==> config.mk <==
export PLATFORM = sky130hd
export DESIGN_NAME = wkm_div
export DESIGN_NICKNAME = d
export VERILOG_FILES = /design/src/rtl/core/wkm_pkg.sv /design/src/rtl/core/wkm_div.sv
export VERILOG_INCLUDE_DIRS = /design/src /design/src/rtl/core
export SDC_FILE = /design/constraint.sdc
export NUM_CORES = 1
export LEC_CHECK = 0
export ABC_AREA = 1
export BUFFER_PORTS_ARGS = -buffer_cell sky130_fd_sc_hd__buf_2
export CAP_MARGIN = 10
export CORE_MARGIN = 3
export CORE_UTILIZATION = 50
export DETAILED_ROUTE_END_ITERATION = 16
export PLACE_DENSITY = 0.88
export SYNTH_ARGS = -nofsm -noshare
export SYNTH_HDL_FRONTEND = slang
export SYNTH_SLANG_ARGS = --single-unit
==> constraint.sdc <==
create_clock -name clk -period 1.9 [get_ports clk]
set_input_delay 0.095 -clock clk [delete_from_list [all_inputs] [get_ports clk]]
set_output_delay 0.095 -clock clk [all_outputs]
set_load 0.02 [all_outputs]
==> src/rtl/core/weighted_kmeans_1d_intensity_core_defines.svh <==
// assertion macros shared by the weighted k-means core
`ifndef WEIGHTED_KMEANS_1D_INTENSITY_CORE_DEFINES_SVH
`define WEIGHTED_KMEANS_1D_INTENSITY_CORE_DEFINES_SVH

// same-cycle implication, checked on clk, disabled during reset
`define WKM_ASSERT_NOW(lbl, ante, cons) \
  lbl: assert property (@(posedge clk) disable iff (rst) (ante) |-> (cons)) \
    else $error("wkm check failed");

// next-cycle implication, checked on clk, disabled during reset
`define WKM_ASSERT_NEXT(lbl, ante, cons) \
  lbl: assert property (@(posedge clk) disable iff (rst) (ante) |=> (cons)) \
    else $error("wkm check failed");

`endif

==> src/rtl/core/wkm_pkg.sv <==
// shared types and constants of the weighted k-means core
package wkm_pkg;

  localparam int MAX_PIXELS = 65536;
  localparam int ADDR_W     = $clog2(MAX_PIXELS);
  localparam int CNT_W      = ADDR_W + 1;
  localparam int K_MAX      = 4;
  localparam int PIXEL_BITS = 16;
  localparam int MEAN_W     = 24;
  localparam int SUM_W      = 32;
  localparam int DIVD_W     = SUM_W + 8;
  localparam int DIVS_W     = CNT_W;
  localparam int DELTA_W    = 27;
  localparam int CFG_W      = 26;

  localparam logic [2:0] CFG_NUM_CLUSTERS = 3'd0;
  localparam logic [2:0] CFG_WEIGHT_ZERO  = 3'd1;
  localparam logic [2:0] CFG_WEIGHT_ONE   = 3'd2;
  localparam logic [2:0] CFG_WEIGHT_TWO   = 3'd3;
  localparam logic [2:0] CFG_WEIGHT_THREE = 3'd4;
  localparam logic [2:0] CFG_CONV_LIMIT   = 3'd5;
  localparam logic [2:0] CFG_MAX_PASSES   = 3'd6;

  localparam logic [1:0] STATUS_OK     = 2'd0;
  localparam logic [1:0] STATUS_EMPTY  = 2'd1;
  localparam logic [1:0] STATUS_MASKED = 2'd2;

  typedef enum logic [4:0] {
    S_LOAD,
    S_STAT,
    S_STAT_END,
    S_INIT_DIV,
    S_INIT_SET,
    S_PASS_START,
    S_SCAN_RD,
    S_SCAN_WAIT,
    S_SQ,
    S_MUL,
    S_CMP,
    S_ACC,
    S_CHECK,
    S_UPD_DIV,
    S_UPD_WAIT,
    S_CONV,
    S_EMIT,
    S_ERR
  } state_t;

  typedef struct packed {
    logic              start;
    logic [DIVD_W-1:0] dividend;
    logic [DIVS_W-1:0] divisor;
  } div_req_t;

endpackage

==> src/rtl/core/wkm_div.sv <==
// restoring divider, one quotient bit per cycle
module wkm_div
  import wkm_pkg::*;
(
  input  logic              clk,
  input  logic              rst,
  input  div_req_t          req,
  output logic              done,
  output logic [DIVD_W-1:0] quotient
);

  `include "weighted_kmeans_1d_intensity_core_defines.svh"

  localparam int STEP_W = $clog2(DIVD_W + 1);

  logic              busy;
  logic [STEP_W-1:0] steps;
  logic [DIVS_W-1:0] divisor;
  logic [DIVS_W-1:0] rem;
  logic [DIVS_W:0]   trial;

  assign trial = {rem, quotient[DIVD_W-1]};

  always_ff @(posedge clk) begin
    if (rst) begin
      busy  <= 1'b0;
      done  <= 1'b0;
      steps <= '0;
    end else begin
      done <= 1'b0;
      if (req.start) begin
        busy  <= 1'b1;
        steps <= STEP_W'(DIVD_W);
      end else if (busy) begin
        steps <= steps - 1'b1;
        if (steps == STEP_W'(1)) begin
          busy <= 1'b0;
          done <= 1'b1;
        end
      end
    end
  end

  always_ff @(posedge clk) begin
    if (req.start) begin
      rem      <= '0;
      divisor  <= req.divisor;
      quotient <= req.dividend;
    end else if (busy) begin
      if (trial >= {1'b0, divisor}) begin
        rem      <= DIVS_W'(trial - {1'b0, divisor});
        quotient <= {quotient[DIVD_W-2:0], 1'b1};
      end else begin
        rem      <= trial[DIVS_W-1:0];
        quotient <= {quotient[DIVD_W-2:0], 1'b0};
      end
    end
  end

  `WKM_ASSERT_NOW(a_start_idle, req.start, !busy)
  `WKM_ASSERT_NEXT(a_start_busy, req.start, busy && !done)
  `WKM_ASSERT_NEXT(a_done_pulse, done, !done)

endmodule

==> flow_metrics.env <==
export IMPL_min_to="quotient[36]$_DFFE_PP_"
export IMPL_synth_seq_cells=82
export IMPL_r2r_start="divisor[5]$_DFFE_PP_"
export IMPL_min_from="req[53]"
export IMPL_gp_congestion=0.950
export IMPL_clock_path_buffers=2
export IMPL_synth_nets=663
export IMPL_ys_warn_count=0
export IMPL_cts_made_buffers=9
export IMPL_fp_dieH_um=102
export IMPL_slew_viol_final=0
export IMPL_setup_violations=14
export IMPL_cts_clk_slew_worst_paths_ns=0.10
export IMPL_worst_slack_ns=-0.0486
export IMPL_fin_cells=872
export IMPL_violations="negative setup slack"
export IMPL_wl_per_cell_um=16.7
export IMPL_start_kind="flip-flop"
export IMPL_crit_type="reg -> reg"
export IMPL_min_period_ns=1.95
export IMPL_syn_cell_area_um2=4630
export IMPL_max_freq_mhz=513
export IMPL_worstRegToRegCells=13
export IMPL_maxCapViolations=0
export IMPL_num_rows=34
export IMPL_p_leak_nw=3.36
export IMPL_first_pass_iters=5
export IMPL_cp_data_required_time_ns=2.16
export IMPL_placed_cell_area_um2=5400
export IMPL_end_kind="flip-flop"
export IMPL_drtIter0Drc=340
export IMPL_dieArea_um2=10400
export IMPL_synth_most_common_cell="nand2_1"
export IMPL_cts_root_buf="clkbuf_8"
export IMPL_drc=0
export IMPL_routed_wl_um=14500
export IMPL_synth_area_leaders="edfxtp_1 37%, nand2_1 20%, dfxtp_1 11%, inv_1 6.2%, ha_1 5.1%"
export IMPL_nets=839
export IMPL_cts_tree="done"
export IMPL_holdWs_ns=0.0116
export IMPL_regToRegEndpoint="rem[6]$_SDFFE_PP0P_"
export IMPL_antenna_left=0
export IMPL_post_synth_num_cell_types=34
export IMPL_first_global_vias=4907
export IMPL_io_buffers=100
export IMPL_start_util_pct=52.3
export IMPL_synth_area_per_cell_um2=7.93
export IMPL_dp_hpwl_um=8550
export IMPL_grt_max_degree=46
export IMPL_dp_cells=803
export IMPL_antenna_cells=0
export IMPL_vias=4774
export IMPL_synthToLayoutAreaGrowth_pct=41.2
export IMPL_drive_above_1_share_pct=31.8
export IMPL_core_um2=8850
export IMPL_yosys_top_cells_count="249 x nand2_1, 77 x inv_1, 57 x edfxtp_1, 39 x nand3_1, 25 x dfxtp_1"
export IMPL_grt_antenna_before_repair=0
export IMPL_die_x_um=102
export IMPL_arrival_ns=2.21
export IMPL_fin_crit_sh_pct=103
export IMPL_relSlewSlack_pct=68.9
export IMPL_irDropWorstVdd_uv=446
export IMPL_synth_cells=583
export IMPL_synth_top_cell_area_share_pct=37.0
export IMPL_ys_seq_area_share_pct=47.8
export IMPL_clock_sinks=82
export IMPL_grt_pass1_wl_um=23000
export IMPL_rrSetupSlack_ns=-0.05
export IMPL_cts_htree_levels=3
export IMPL_synthArstFlopShare_pct=0
export IMPL_synth_edff_count=57
export IMPL_status="finished with violations"
export IMPL_grt_ovfl_total=0
export IMPL_fin_area_um2=6530
export IMPL_hold_depth=3
export IMPL_gr_usage_all_layers_pct=28.4
export IMPL_tightest_slew_ns=0.466
export IMPL_insertion_delay_ns=0.36
export IMPL_p_per_area_nw_per_um2=679
export IMPL_yosysTopAreaCell="edfxtp_1"
export IMPL_ys_flop_type="edfxtp_1"
export IMPL_hold_violations=0
export IMPL_hold_path_class="in -> reg"
export IMPL_cp_max_fo=8
export IMPL_viasPerCell=5.47
export IMPL_finalClockSkew_ns=0.0107
export IMPL_ios=101
export IMPL_rsz0062_at_grt="true"
-- through the flow --
stage / total power, mW / setup slack [ns] / setup TNS (ns) / utilization (%)
6_report: 4.43 / -0.0486 / -0.260 / 73.8
5_1_grt: 4.58 / -0.134 / -1.95 / 73.8
4_1_cts: 4.35 / -0.0567 / -0.626 / 71.5
3_5_place_dp: 2.91 / -0.125 / -1.55 / 61.1
3_3_place_gp: 2.88 / -0.0647 / -0.782 / 61.1
2_1_floorplan: 2.60 / -0.108 / -0.723 / -
-- worst max path at each step --
| stage | endpoint | startpoint | cells past startpoint |
|---|---|---|---|
| CTS | rem[15]$_SDFFE_PP0P_ | quotient[39]$_DFFE_PP_ | 14 |
| detailed placement | rem[10]$_SDFFE_PP0P_ | quotient[39]$_DFFE_PP_ | 11 |
| finish | rem[6]$_SDFFE_PP0P_ | divisor[5]$_DFFE_PP_ | 13 |
| global route | rem[15]$_SDFFE_PP0P_ | quotient[39]$_DFFE_PP_ | 14 |
| global placement | rem[10]$_SDFFE_PP0P_ | quotient[39]$_DFFE_PP_ | 11 |
| floorplan | rem[8]$_SDFFE_PP0P_ | quotient[39]$_DFFE_PP_ | 12 |
-- worst max-delay path, cell delays in order (launching register included) --
cell,delay [ns]
edfxtp_1,0.39
inv_2,0.07
ha_4,0.27
nand2_2,0.08
buf_4,0.14
nor2_1,0.09
nand3_1,0.11
o21bai_4,0.16
nor2_4,0.08
buf_4,0.16
nand2_8,0.09
nand2_1,0.07
nand3_1,0.09
o21ai_1,0.06
-- registers in the layout (all words and copies together) (netlist names) --
register and cells:
steps 6, busy 1, divisor 17, rem 17
quotient 40, done 1
-- final cells by class --
class / instances / area [um^2]
clock inverter: 7 / 91.3
fill: 554 / 2320
multi-input combinational: 404 / 2350
sequential: 82 / 2210
inverter: 82 / 308
tap: 108 / 135
clock buffer: 9 / 124
timing repair buffer: 180 / 1310
-- kinds of logic (layout without fill, tap and decap cells) --
| kind of cell | Yosys count | in the layout | synth area share, % |
|---|---|---|---|
| compound gates | 26 | 26 | 3.19 |
| xor+xnor | 8 | 8 | 1.51 |
| buf+inv | 98 | 278 | 9.22 |
| fa+ha+maj | 20 | 20 | 5.57 |
| flops | 82 | 82 | 47.8 |
| simple gates | 349 | 350 | 32.7 |
-- routing by layer --
metal / wire, um / part of all wire (%) / GRT usage (%)
met5: 0 / 0 / 0
met4: 629 / 4.3 / 15.8
met3: 1210 / 8.3 / 6.42
met2: 7270 / 50 / 48.5
met1: 5440 / 37 / 32.9
-- power by group --
| group | internal [mW] | total, mW | switching (mW) |
|---|---|---|---|
| logic | 0.357 | 0.888 | 0.531 |
| registers | 2.07 | 2.15 | 0.0812 |
| clock network | 0.642 | 1.39 | 0.751 |
-- timing repair --
action	in CTS	in global routing
endpoints found under the hold margin	38	0
cloned	4	0
buffers inserted	10	5
pin swaps	20	18
gates resized for setup	43	37
hold buffers	37	0
setup endpoints to repair	18	18
-- placed cells by master, fill, tap and decap left out, types with 3 or more instances in the layout --
| cell | n |
|---|---|
| nand2_1 | 234 |
| buf_2 | 100 |
| inv_1 | 70 |
| edfxtp_1 | 57 |
| dlygate4sd3_1 | 37 |
| buf_4 | 32 |
| nand3_1 | 25 |
| dfxtp_1 | 25 |
| nor2_1 | 21 |
| nand2_2 | 17 |
| nand3_2 | 16 |
| ha_1 | 12 |
| inv_2 | 10 |
| clkbuf_8 | 9 |
| a21oi_1 | 8 |
| nor2_2 | 7 |
| o21ai_1 | 7 |
| ha_4 | 7 |
| xnor2_1 | 5 |
| buf_6 | 5 |
| nand2_4 | 4 |
| nand3_4 | 4 |
| nor3_1 | 3 |
| nand3b_4 | 3 |
| nand3b_1 | 3 |
| nand3b_2 | 3 |
| inv_6 | 3 |
| buf_16 | 3 |
| buf_12 | 3 |
(Power assumes the default switching activity.)
